==> src/rtl/lpcc_fifo.sv <==
// lpcc_fifo: small register queue with occupancy count
// no dependencies
`timescale 1ns / 1ps
`default_nettype none

module lpcc_fifo #(
  parameter int WIDTH = 8,
  parameter int DEPTH = 4
) (
  input  wire logic                       clk_i,
  input  wire logic                       rst_ni,
  input  wire logic                       push_i,
  input  wire logic [WIDTH-1:0]           wdata_i,
  input  wire logic                       pop_i,
  output logic      [WIDTH-1:0]           rdata_o,
  output logic                            empty_o,
  output logic      [$clog2(DEPTH+1)-1:0] count_o
);

  localparam int PW = (DEPTH > 1) ? $clog2(DEPTH) : 1;
  localparam int CW = $clog2(DEPTH+1);

  logic [WIDTH-1:0] mem_q [DEPTH];
  logic [PW-1:0]    wr_ptr_q, wr_ptr_d, rd_ptr_q, rd_ptr_d;
  logic [CW-1:0]    count_q, count_d;

  always_comb begin
    wr_ptr_d = wr_ptr_q;
    rd_ptr_d = rd_ptr_q;
    count_d  = count_q;
    if (push_i) begin
      wr_ptr_d = (wr_ptr_q == PW'(DEPTH-1)) ? '0 : wr_ptr_q + 1'b1;
    end
    if (pop_i) begin
      rd_ptr_d = (rd_ptr_q == PW'(DEPTH-1)) ? '0 : rd_ptr_q + 1'b1;
    end
    if (push_i && !pop_i) begin
      count_d = count_q + 1'b1;
    end else if (!push_i && pop_i) begin
      count_d = count_q - 1'b1;
    end
  end

  always_ff @(posedge clk_i or negedge rst_ni) begin
    if (!rst_ni) begin
      wr_ptr_q <= '0;
      rd_ptr_q <= '0;
      count_q  <= '0;
    end else begin
      wr_ptr_q <= wr_ptr_d;
      rd_ptr_q <= rd_ptr_d;
      count_q  <= count_d;
    end
  end

  always_ff @(posedge clk_i) begin
    if (push_i) begin
      mem_q[wr_ptr_q] <= wdata_i;
    end
  end

  assign rdata_o = mem_q[rd_ptr_q];
  assign empty_o = (count_q == '0);
  assign count_o = count_q;

endmodule

`default_nettype wire

==> config.mk <==
export PLATFORM = sky130hd
export DESIGN_NAME = lpcc_fifo
export DESIGN_NICKNAME = d
export VERILOG_FILES = /design/src/rtl/lpcc_fifo.sv
export SDC_FILE = /design/constraint.sdc
export NUM_CORES = 1
export LEC_CHECK = 0
export BUFFER_PORTS_ARGS = -buffer_cell sky130_fd_sc_hd__buf_2
export CELL_PAD_IN_SITES_DETAIL_PLACEMENT = 1
export CELL_PAD_IN_SITES_GLOBAL_PLACEMENT = 1
export CORE_MARGIN = 5
export CORE_UTILIZATION = 35
export CTS_CLUSTER_SIZE = 25
export DETAILED_ROUTE_END_ITERATION = 12
export PLACE_DENSITY_LB_ADDON = 0.1
export SYNTH_ARGS = -nofsm -noshare
export SYNTH_HDL_FRONTEND = slang
export SYNTH_SLANG_ARGS = --single-unit
==> constraint.sdc <==
create_clock -name clk_i -period 1.2 [get_ports clk_i]
set_input_delay 0.12 -clock clk_i [delete_from_list [all_inputs] [get_ports clk_i]]
set_output_delay 0.12 -clock clk_i [all_outputs]
set_load 0.005 [all_outputs]
* Word level (Yosys, flattened, before mapping) *
Memories as Yosys holds them, arrays and structs flattened.
Index checks and enable logic that the tools add are counted.

word-level totals
  register bits after elaboration = 7
  RAM bits = 32
  input port bits = 12
  output and inout bits = 12
  word-level logic and storage cells = 22
  memories = 1

operators by class
  add/sub/neg operators = 4
  equality and inequality tests = 2
  multiplexer cells = 6
  reductions and logical operators = 6

memory list
  memory  depth  width  read ports  clocked after Yosys merged registers in  wr ports  line  text
  mem_q   4      8      1           0                                        1         23    logic [WIDTH-1:0] mem_q [DEPTH];

operators with widths
  cell                                                                count
  3-bit 2-to-1 mux                                                    2
  2-bit by 1-bit adder with 2-bit output, second input constant       2
  2-bit == test, second input constant                                2
  2-bit 2-to-1 mux                                                    2
  3-bit by 1-bit adder with 3-bit output, second input constant       1
  3-bit logical NOT                                                   1
  3-bit by 1-bit subtractor with 3-bit output, second input constant  1
  1-bit logical AND                                                   2
  1-bit logical NOT                                                   2
  1-bit 2-to-1 mux                                                    2
  2-bit nonzero test                                                  1

* Depth between registers and ports, before layout *
Gate-level depths: netlist (run 1).

  depth after elaboration = 4
  gate-level depth with buffers = 7
  gate-level depth less buffers = 7

* Worst setup path after synthesis (run 1) *
OpenSTA, ideal clock, no wires.

  path kind = reg2reg
  start = reg count_q[0], in the netlist count_o[0]
  end = reg count_q[2], in the netlist count_o[2]
  setup time = 0.079 ns
  arrival = 1.232 ns
  data required time = 1.121 ns
  path slack = -0.111 ns
  stages on the path, launching flop included = 5
  buffers on the path = 0
  clock period less this slack = 1.311 ns
  cell sequence = dfrtp_1 -> fa_1 -> xor2_1 -> nor2_1 -> xor2_1

on the way
  word-level cells in the longest chain between the ends = 3
  elaborated cells on any way between the ends = 4
  those cells by class = add/sub (2); mux (2)

ends and longest elaborated chain
  item                                         line  text
  start, declared                              25    logic [CW-1:0] count_q, count_d;
  start signal, assigned                       52    count_q <= count_d;
  3-bit by 1-bit subtractor with 3-bit output  40    count_d = count_q - 1'b1;
  3-bit 2-to-1 mux                             39    end else if (!push_i && pop_i) begin
  3-bit 2-to-1 mux (*)                         37    if (push_i && !pop_i) begin

Mark *: on every way between the ends. The rest lies on a longest branch, timed or not. The select of a mux whose other input is x is not followed.
A chain may end at the register's enable or synchronous reset.

* Worst setup path in the final report (run 1) *
  start = reg rd_ptr_q[0]
  end = out rdata_o[2]

on the way
  word-level cells in the longest chain between the ends = 1

ends and longest elaborated chain
  item                    line  text
  start, declared         24    logic [PW-1:0] wr_ptr_q, wr_ptr_d, rd_ptr_q, rd_ptr_d;
  start signal, assigned  51    rd_ptr_q <= rd_ptr_d;
  memory read 4 x 8 bit   -
  end, declared           15    output logic [WIDTH-1:0] rdata_o,

No other way between the ends.

==> out/results.tsv, run 1 <==
stage	metric	value	unit
sta	Rel. slew slack	0.885	
worst_hold_path	hold path cells	1	
logic_synthesis	synth warn	0	
critical_path	worst path cell trace	buf_6 > mux4_2 > buf_2	
floorplanning	die width	76.8	µm
critical_path	path depth of the worst reg2reg path	4	
cts	Clock Pin Slew Worst Setup and Hold Paths	0.08	ns
logic_synthesis	Synth Register Bits	39	
critical_path	reg-to-reg slack, setup	-0.05	ns
place	Place WS	-0.184	ns
global_routing	GRT overflow	0	
sta	setup TNS	-3.15	ns
status	status	finished with violations	
worst_hold_path	Worst Hold Class	in -> reg	
floorplanning	Starting Density	0.359	
critical_path	crit path capture type	primary output	
critical_path	Slowest cell on crit path	mux4_2	
drt	Post-Route WL	2960	µm
global_routing	global-route wire length before repair	4840	µm
place	number of I/O port buffers	23	
global_routing	Overall Global Routing Usage	0.107	
drt	Initial DRC Count	53	
power	peak supply drop	1.13	mV
sta	unrepaired setup endpoints after global routing	true	
cts	clk_lat worst skew	0.28	ns
sta	Setup violations, final	12	
critical_path	Startpoint Class	flip-flop	
drt	total number of vias	835	
worst_hold_path	Hold Startpoint	wdata_i[4]	
drt	Routed Antenna Nets	0	
global_routing	largest net degree at the start of global routing	13	
drt	Routed WL per cell	16.7	µm
layout	Layout fillers	417	
place	RePlAce Congestion	0.757	
floorplanning	site row count	24	
sta	clock skew	0.00423	ns
drt	DRC	0	
layout	Layout Cells excl Fill	177	
cts	Num CTS Buffers	5	
floorplanning	core box area	0.00435	mm²
cts	clock sinks	39	
logic_synthesis	register area share after synthesis	0.727	
place	hpwl dp	2100	µm
layout	final core utilization	0.474	
critical_path	worst path arrival time	1.46	ns
cts	cell at the root of the clock tree	clkbuf_8	
floorplanning	Chip Height	76.8	µm
critical_path	Worst path max stage delay	0.48	ns
power	Pwr Density	2270	mW/mm²
critical_path	FF-to-FF Start	count_o[1]	
critical_path	reg2reg end	count_o[2]	
logic_synthesis	cell area after synthesis	0.00156	mm²
layout	Nets	143	
layout	synth-to-layout area growth	32.1	%
drt	via/cell ratio	4.72	
floorplanning	die area	0.00590	mm²
sta	fin crit period	1.58	ns
cts	Longest Clk Path Bufs	2	
sta	Least-Margin Pin Slew	0.170	ns
sta	fin crit share	1.32	
logic_synthesis	Post-Syn Area per Cell	20.0	µm²
logic_synthesis	Cells after Synth	78	
global_routing	initial antenna violation count	0	
floorplanning	# IOs	24	
cts	CTS HTree Levels	2	
sta	f_max	632	MHz
critical_path	kind of critical path	reg -> out	
place	placed insts	165	
layout	share of layout cells above drive strength 1	0.568	
sta	Pins Over Slew Limit	0	
logic_synthesis	syn_nets	97	
power	LEAKAGE	0.000788	µW
flow_run	max capacitance violation total	0	
sta	Final WS setup	-0.382	ns
global_routing	vias in the first global route	954	
critical_path	CP Max Fanout	4	
logic_synthesis	Netlist cell types	17	
status	failing checks	setup timing	
drt	DR pass1 iterations	3	
cts	CTS tree	done	
layout	Diodes inserted	0	
sta	hold slack	0.0467	ns
critical_path	Critical Path RT	1.08	ns
sta	Fin. Hold Viols	0	
worst_hold_path	hold worst-path end	mem_q[3][4]	
registers in the layout, summed over array words and instances (netlist names):
register	flops
count_o	3
mem_q	32
rd_ptr_q	2
wr_ptr_q	2
report_power, final:
part	switching (µW)	internal [µW]	total, µW
logic	730	1130	1860
clock network	443	406	849
registers	185	1790	1970
what timing repair did:
| item | in CTS | in global routing |
|---|---|---|
| hold buffers | 1 | 0 |
| cloned | 0 | 0 |
| pin swaps | 1 | 1 |
| gates resized for setup | 14 | 13 |
| endpoints found under the setup margin | 44 | 46 |
| hold endpoints to repair | 7 | 0 |
| buffers inserted | 3 | 2 |
cells by family after synthesis:
logic type / share of synthesized area
AO/OA/AOI/OAI: 0.00641
XOR/XNOR: 0.0168
adder cells (fa/ha/maj): 0.0608
buffers and inverters: 0.0224
flip-flops: 0.727
multiplexers: 0.137
AND/OR/NAND/NOR: 0.0296
Yosys cell counts, drive strengths merged:
| master | number | area share |
|---|---|---|
| xor2 | 2 | 0.011 |
| o21ai | 2 | 0.0064 |
| ha | 6 | 0.048 |
| edfxtp | 32 | 0.61 |
| nor3 | 1 | 0.0032 |
| fa | 1 | 0.013 |
| inv | 5 | 0.012 |
| nand2 | 1 | 0.0024 |
| xnor2 | 1 | 0.0056 |
| and2 | 4 | 0.016 |
| dfrtp | 7 | 0.11 |
| nand3 | 1 | 0.0032 |
| mux2 | 3 | 0.022 |
| buf | 2 | 0.010 |
| mux4 | 8 | 0.12 |
| nor2 | 2 | 0.0048 |
through the flow:
stage	area (µm²)	power, µW
after floorplan	1570	2770
after global placement	1870	3520
after detailed placement	1870	3570
after CTS	2030	4640
after global routing	2060	5010
final	2060	4680
worst max-delay path by stage:
stage                     slack (ns)    endpoint  cells after the start        start
after CTS                      -0.41  rdata_o[2]                      3  rd_ptr_q[0]
after global routing           -0.44  rdata_o[0]                      3  rd_ptr_q[0]
final                          -0.38  rdata_o[2]                      3  rd_ptr_q[0]
after global placement         -0.14  count_o[1]                      5       push_i
after floorplan                -0.02  count_o[1]                      2   count_o[0]
after detailed placement       -0.18  count_o[2]                      8        pop_i
layer usage:
metal | global-route usage | up-vias | wire length, µm
met4 | 0.0524 | 0 | 54
met3 | 0.0328 | 4 | 116
met1 | 0.123 | 424 | 1220
met5 | 0 | - | 0
met2 | 0.178 | 21 | 1570
li1 | - | 386 | -
worst max-delay path, delay by kind of cell, from the launching register on:
family	cells	cell delay, ns
mux	1	0.48
buf+inv	2	0.28
flops	1	0.42
cell type report:
type	count	area [µm²]	share of cell area
sequential	39	1140	0.552
multi-input combinational	32	447	0.216
timing repair buffer	41	308	0.149
clock buffer	6	72.6	0.0352
tap	52	65.1	0.0315
inverter	5	21.3	0.0103
clock inverter	2	12.5	0.00606
placed cells by master (no fill, tap or decap), drive strengths merged:
| cell | instances |
|---|---|
| buf | 40 |
| edfxtp | 32 |
| fa | 1 |
| clkinv | 1 |
| and2 | 4 |
| clkbuf | 6 |
| nor2 | 2 |
| xnor2 | 1 |
| mux4 | 8 |
| nor3 | 1 |
| nand3 | 1 |
| xor2 | 2 |
| dfrtp | 7 |
| dlygate4sd3 | 1 |
| clkinvlp | 1 |
| o21ai | 2 |
| mux2 | 3 |
| nand2 | 1 |
| inv | 5 |
| ha | 6 |
No activity file was read; power rests on OpenSTA's default activity.
==> run 2, diff against run 1 <==
Settings changed: CELL_PAD_IN_SITES_GLOBAL_PLACEMENT 1 to 2.
==> run 2 against run 1 <==
The flow still finishes with violations (setup timing). Utilization decreased by 0.49 points. Sequential share of layout area increased by 0.51 points. Combinational power decreased by 5%. First-iteration DRC count decreased by 28%. Critical path depth unchanged. Global-route usage decreased by 0.50 points. Clock power decreased by 2.8%. Fmax increased by 0.49%. Via count decreased by 3.4%. Clock skew decreased by 0.00077 ns. Flip-flop and latch count unchanged. Final cell count decreased by 1.7%.
==> out/results.tsv, run 2 (synthesized netlist as in run 1, its figures left out) <==
stage	metric	value	unit	change
critical_path	CP Max Fanout	9		+5
critical_path	kind of critical path	reg -> out		
layout	synth-to-layout area growth	30.7	%	
cts	Longest Clk Path Bufs	2		unchanged
place	RePlAce Congestion	0.722		-4.6%
critical_path	CP Launch Point	rd_ptr_q[0]		
drt	via/cell ratio	4.64		-1.7%
drt	DRC	0		unchanged
drt	DR pass1 iterations	4		+1
cts	clock sinks	39		unchanged
floorplanning	Chip Height	76.8	µm	unchanged
sta	fin crit period	1.57	ns	-0.00766 ns
cts	clk_lat worst skew	0.29	ns	about the same
sta	fin crit share	1.31		-0.00639
layout	share of layout cells above drive strength 1	0.566		-0.00243
place	placed insts	161		-2.4%
drt	Routed Antenna Nets	0		unchanged
sta	Least-Margin Pin Slew	0.211	ns	+0.0403 ns
sta	Pins Over Slew Limit	0		unchanged
cts	CTS HTree Levels	2		unchanged
status	failing checks	setup timing		
floorplanning	core box area	0.00435	mm²	unchanged
drt	Post-Route WL	2710	µm	-8.5%
sta	unrepaired setup endpoints after global routing	true		
global_routing	GRT overflow	0		unchanged
drt	Routed WL per cell	15.6	µm	-6.9%
critical_path	worst path cell trace	buf_12 > mux4_2 > buf_2		
sta	f_max	635	MHz	+0.49%
sta	Rel. slew slack	0.860		-0.0256
floorplanning	die area	0.00590	mm²	unchanged
drt	Initial DRC Count	38		-28%
flow_run	max capacitance violation total	0		unchanged
layout	commonest non-fill, non-tap cell in the layout	edfxtp_1		
cts	cell at the root of the clock tree	clkbuf_8		
global_routing	largest net degree at the start of global routing	13		unchanged
cts	Num CTS Buffers	5		unchanged
place	Place WS	-0.197	ns	-0.0133 ns
sta	Fin. Hold Viols	0		unchanged
critical_path	Critical Path RT	1.08	ns	about the same
critical_path	reg2reg end	rd_ptr_q[1]		
status	status	finished with violations		
place	hpwl dp	1870	µm	-11%
sta	Final WS setup	-0.375	ns	+0.00766 ns
floorplanning	die width	76.8	µm	unchanged
layout	Diodes inserted	0		unchanged
global_routing	global-route wire length before repair	4350	µm	-10%
critical_path	crit path capture type	primary output		
cts	Clock Pin Slew Worst Setup and Hold Paths	0.07	ns	about the same
global_routing	vias in the first global route	858		-10%
power	LEAKAGE	0.000782	µW	-0.75%
power	peak supply drop	0.957	mV	-16%
global_routing	Overall Global Routing Usage	0.102		-0.00500
layout	Layout Cells excl Fill	174		-1.7%
critical_path	Worst Setup EP	rdata_o[2]		
layout	Nets	140		-2.1%
floorplanning	site row count	24		unchanged
place	number of I/O port buffers	23		unchanged
critical_path	worst path arrival time	1.45	ns	about the same
layout	commonest non-fill, non-tap cells in the layout	32 x edfxtp_1, 22 x buf_2, 9 x buf_4, 8 x mux4_2, 6 x dfrtp_1		
critical_path	path depth of the worst reg2reg path	4		unchanged
power	Pwr Density	2220	mW/mm²	-2.1%
floorplanning	# IOs	24		unchanged
global_routing	initial antenna violation count	0		unchanged
layout	max reg flops	32		unchanged
cts	CTS tree	done		
drt	total number of vias	807		-3.4%
critical_path	Startpoint Class	flip-flop		
critical_path	FF-to-FF Start	rd_ptr_q[0]		
sta	Setup violations, final	12		unchanged
critical_path	reg-to-reg slack, setup	-0.08	ns	-0.03 ns
worst_hold_path	Hold Startpoint	wdata_i[6]		
critical_path	Slowest cell on crit path	mux4_2		
layout	largest reg by FF count	mem_q		
worst_hold_path	Worst Hold Class	in -> reg		
floorplanning	Starting Density	0.359		unchanged
sta	clock skew	0.00346	ns	-0.000774 ns
critical_path	Worst path max stage delay	0.50	ns	+0.02 ns
run 2: area by class of cell:
class                           instances  area, µm²
Tap cell                               52       65.1
Clock buffer                            5       68.8
Clock inverter                          3       15.0
Timing Repair Buffer                   38        273
Fill cell                             426       2310
Multi-Input combinational cell         32        463
Inverter                                5       21.3
Sequential cell                        39       1140
run 2: stage by stage:
step                      area, µm²  TNS (ns)  power [µW]   util  hold WS [ns]
after floorplan                1570   -0.0412        2770      -        -0.176
after global placement         1830     -3.55        3420  0.421       -0.0365
after detailed placement       1830     -3.53        3470  0.421       -0.0371
after CTS                      1950     -3.33        4400  0.448        0.0284
after global routing           2040     -4.23        4880  0.469        0.0274
final                          2040     -3.08        4540  0.469        0.0443
run 2: power breakdown:
group | switching (µW) | internal [µW] | total [µW]
combinational | 717 | 1040 | 1760
clock | 428 | 397 | 825
sequential | 169 | 1780 | 1950
run 2: worst min path at each step:
| stage | to | slack [ns] | depth (start not counted) |
|---|---|---|---|
| 2_1_floorplan | count_o[0] | -0.18 | 0 |
| 3_3_place_gp | rd_ptr_q[0] | -0.04 | 1 |
| 3_5_place_dp | rd_ptr_q[1] | -0.04 | 1 |
| 4_1_cts | mem_q[2][4] | 0.03 | 1 |
| 5_1_grt | mem_q[1][4] | 0.03 | 1 |
| 6_report | mem_q[0][6] | 0.04 | 1 |
run 2: critical path, delay by kind of cell (launching register included):
kind                   cells  cell delay, ns
buffers and inverters      2            0.29
multiplexers               1            0.50
flip-flops                 1            0.37
run 2: repair_timing:
action / CTS / global route
hold buffers: 1 / 0
setup buffers: 1 / 3
pin swaps: 0 / 1
endpoints found under the hold margin: 7 / 0
gates resized for setup: 9 / 13
endpoints found under the setup margin: 42 / 35
run 2: per-layer routing:
| metal | vias up | wire, µm | global-route usage |
|---|---|---|---|
| met5 | - | 0 | 0 |
| met4 | 0 | 68 | 0.0629 |
| met3 | 6 | 130 | 0.0433 |
| met2 | 16 | 1350 | 0.152 |
| met1 | 403 | 1160 | 0.120 |
| li1 | 382 | - | - |
==> run 3, diff against run 2 <==
--- a/config.mk
+++ b/config.mk
@@ -14,4 +14,5 @@
 export DETAILED_ROUTE_END_ITERATION = 12
 export PLACE_DENSITY_LB_ADDON = 0.1
+export SKIP_LAST_GASP = 1
 export SYNTH_ARGS = -nofsm -noshare
 export SYNTH_HDL_FRONTEND = slang
==> constraint.sdc (replaced) <==
create_clock -name clk_i -period 1.2 [get_ports clk_i]
set_input_delay 0.18 -clock clk_i [delete_from_list [all_inputs] [get_ports clk_i]]
set_output_delay 0.18 -clock clk_i [all_outputs]
set_load 0.005 [all_outputs]
==> run 3 against run 2 <==
The flow still finishes with violations (setup timing). Die area unchanged. Worst setup slack worse by 0.079 ns. Register-to-register slack worse by 0.07 ns. Via count up 4.6%. Global-route usage grew 0.60 points. Sequential power up 4%. Routed wire length grew 12%. Fmax shrank 4.8%. Flip-flop and latch count stayed put. Total power rose by 8.3%. Combinational power up 5%. Critical path depth unchanged. Critical path type unchanged. Largest cell class unchanged. Largest power group unchanged. Highest routed layer unchanged.
==> out/results.tsv, run 3 (synthesized netlist as in run 1, its figures left out) <==
stage	metric	value	unit	change
place	number of I/O port buffers	23		unchanged
global_routing	Overall Global Routing Usage	0.108		+0.00596
cts	Clock Pin Slew Worst Setup and Hold Paths	0.08	ns	about the same
critical_path	kind of critical path	reg -> out		
drt	total number of vias	844		+4.6%
drt	Post-Route WL	3030	µm	+12%
floorplanning	die width	76.8	µm	unchanged
global_routing	GRT overflow	0		unchanged
layout	commonest non-fill, non-tap cell in the layout	edfxtp_1		
critical_path	worst path arrival time	1.47	ns	+0.02 ns
global_routing	initial antenna violation count	0		unchanged
floorplanning	die area	0.00590	mm²	unchanged
critical_path	CP Max Fanout	5		-4
cts	CTS tree	done		
critical_path	worst path cell trace	buf_6 > mux4_2 > buf_2		
critical_path	Critical Path RT	1.02	ns	-0.06 ns
drt	Routed Antenna Nets	0		unchanged
critical_path	Startpoint Class	flip-flop		
power	LEAKAGE	0.000808	µW	+3.3%
sta	Setup violations, final	30		+18
drt	Initial DRC Count	23		-39%
critical_path	crit path capture type	primary output		
layout	max reg flops	32		unchanged
status	failing checks	setup timing		
drt	via/cell ratio	4.77		+2.8%
sta	unrepaired setup endpoints after global routing	true		
sta	fin crit period	1.65	ns	+0.0785 ns
sta	Fin. Hold Viols	0		unchanged
floorplanning	Starting Density	0.359		unchanged
layout	commonest non-fill, non-tap cells in the layout	32 x edfxtp_1, 22 x buf_2, 9 x buf_4, 8 x mux4_2, 8 x buf_6		
place	hpwl dp	2060	µm	+10%
floorplanning	# IOs	24		unchanged
layout	Diodes inserted	0		unchanged
cts	clk_lat worst skew	0.29	ns	about the same
layout	largest reg by FF count	mem_q		
critical_path	delay-heaviest family, CP	multiplexers		
sta	Rel. slew slack	0.811		-0.0483
cts	cell at the root of the clock tree	clkbuf_8		
worst_hold_path	Worst Hold Class	in -> reg		
flow_run	max capacitance violation total	0		unchanged
layout	FF+latch area	0.00114	mm²	+0.11%
critical_path	CP bufs+invs	2		unchanged
global_routing	largest net degree at the start of global routing	13		unchanged
floorplanning	core box area	0.00435	mm²	unchanged
place	Place WS	-0.212	ns	-0.0145 ns
layout	Layout fillers	432		+1.4%
power	Pwr Density	2320	mW/mm²	+4.6%
layout	Multi-input gate area	485	µm²	+4.9%
power	peak supply drop	1.07	mV	+12%
status	status	finished with violations		
drt	Routed WL per cell	17.1	µm	+9.9%
floorplanning	site row count	24		unchanged
sta	f_max	605	MHz	-4.8%
drt	DR pass1 iterations	2		-2
layout	share of layout cells above drive strength 1	0.600		+0.0344
place	placed insts	161		unchanged
sta	Pins Over Slew Limit	0		unchanged
global_routing	global-route wire length before repair	4710	µm	+8.2%
critical_path	reg-to-reg slack, setup	-0.15	ns	-0.07 ns
critical_path	Slowest cell on crit path	mux4_2		
place	RePlAce Congestion	0.736		+1.9%
sta	fin crit share	1.38		+0.0655
cts	clock sinks	39		unchanged
power	overall power	4920	µW	+8.3%
cts	Num CTS Buffers	5		unchanged
cts	CTS HTree Levels	2		unchanged
critical_path	Worst path max stage delay	0.51	ns	about the same
cts	Longest Clk Path Bufs	2		unchanged
drt	DRC	0		unchanged
sta	Least-Margin Pin Slew	0.283	ns	+0.0724 ns
layout	Layout Cells excl Fill	177		+1.7%
sta	setup TNS	-4.05	ns	-0.972 ns
sta	Final WS setup	-0.453	ns	-0.0785 ns
floorplanning	Chip Height	76.8	µm	unchanged
layout	Nets	143		+2.1%
layout	synth-to-layout area growth	35.4	%	
global_routing	vias in the first global route	916		+6.8%
sta	clock skew	0.00575	ns	+0.00230 ns
run 3: changes by cell type in the layout (fill, tap and decap cells not counted), sizes merged:
cell / delta
bufinv: +1
clkinv: -1
buf: +3
run 3: worst reg2reg max path, stage by stage, from the launching register on:
cell and delay (ns):
dfrtp_1 0.40, buf_6 0.15, buf_4 0.14, buf_6 0.11, ha_4 0.20, mux2_4 0.25
run 3: per-layer routing:
layer,part of all wire,track usage
met5,0,0
met4,0.020,0.0524
met3,0.043,0.0422
met2,0.54,0.182
met1,0.40,0.117
run 3: report_power, final:
group	switching, µW	total [µW]	internal [µW]
Clock	443	1050	608
Sequential	232	2020	1790
Combinational	725	1850	1120
Total	1400	4920	3520
run 3: through the flow:
stage / area (µm²) / utilization / hold slack [ns]
2_1_floorplan: 1580 / - / -0.116
3_3_place_gp: 1830 / 0.421 / 0.0336
3_5_place_dp: 1830 / 0.421 / 0.0301
4_1_cts: 2000 / 0.460 / 0.0957
5_1_grt: 2120 / 0.486 / 0.0893
6_report: 2120 / 0.486 / 0.109
run 3: timing repair:
action / 4_1_cts / 5_1_grt
endpoints found under the setup margin: 45 / 46
hold buffers: 1 / 0
setup buffers: 2 / 5
cloned: 0 / 0
pin swaps: 3 / 2
resized for setup: 13 / 16
endpoints found under the hold margin: 7 / 0
run 3: cell type report:
type                       count  share of cell area
clock buffer                   5              0.0325
clock inverter                 3              0.0183
inverter                       5              0.0101
multi-input combinational     32               0.229
sequential                    39               0.538
tap                           52              0.0308
timing repair buffer          41               0.141
run 3: path summary, 6_finish.rpt:
path                              from          end  depth (start not counted)
min reg2reg                 count_o[2]   count_o[2]                          1
min in group asynchronous       rst_ni  rd_ptr_q[0]                          2
max in group asynchronous       rst_ni  wr_ptr_q[0]                          2
max reg2reg                rd_ptr_q[0]  rd_ptr_q[1]                          5
max                        rd_ptr_q[0]   rdata_o[7]                          3
min                         wdata_i[2]  mem_q[3][2]                          1
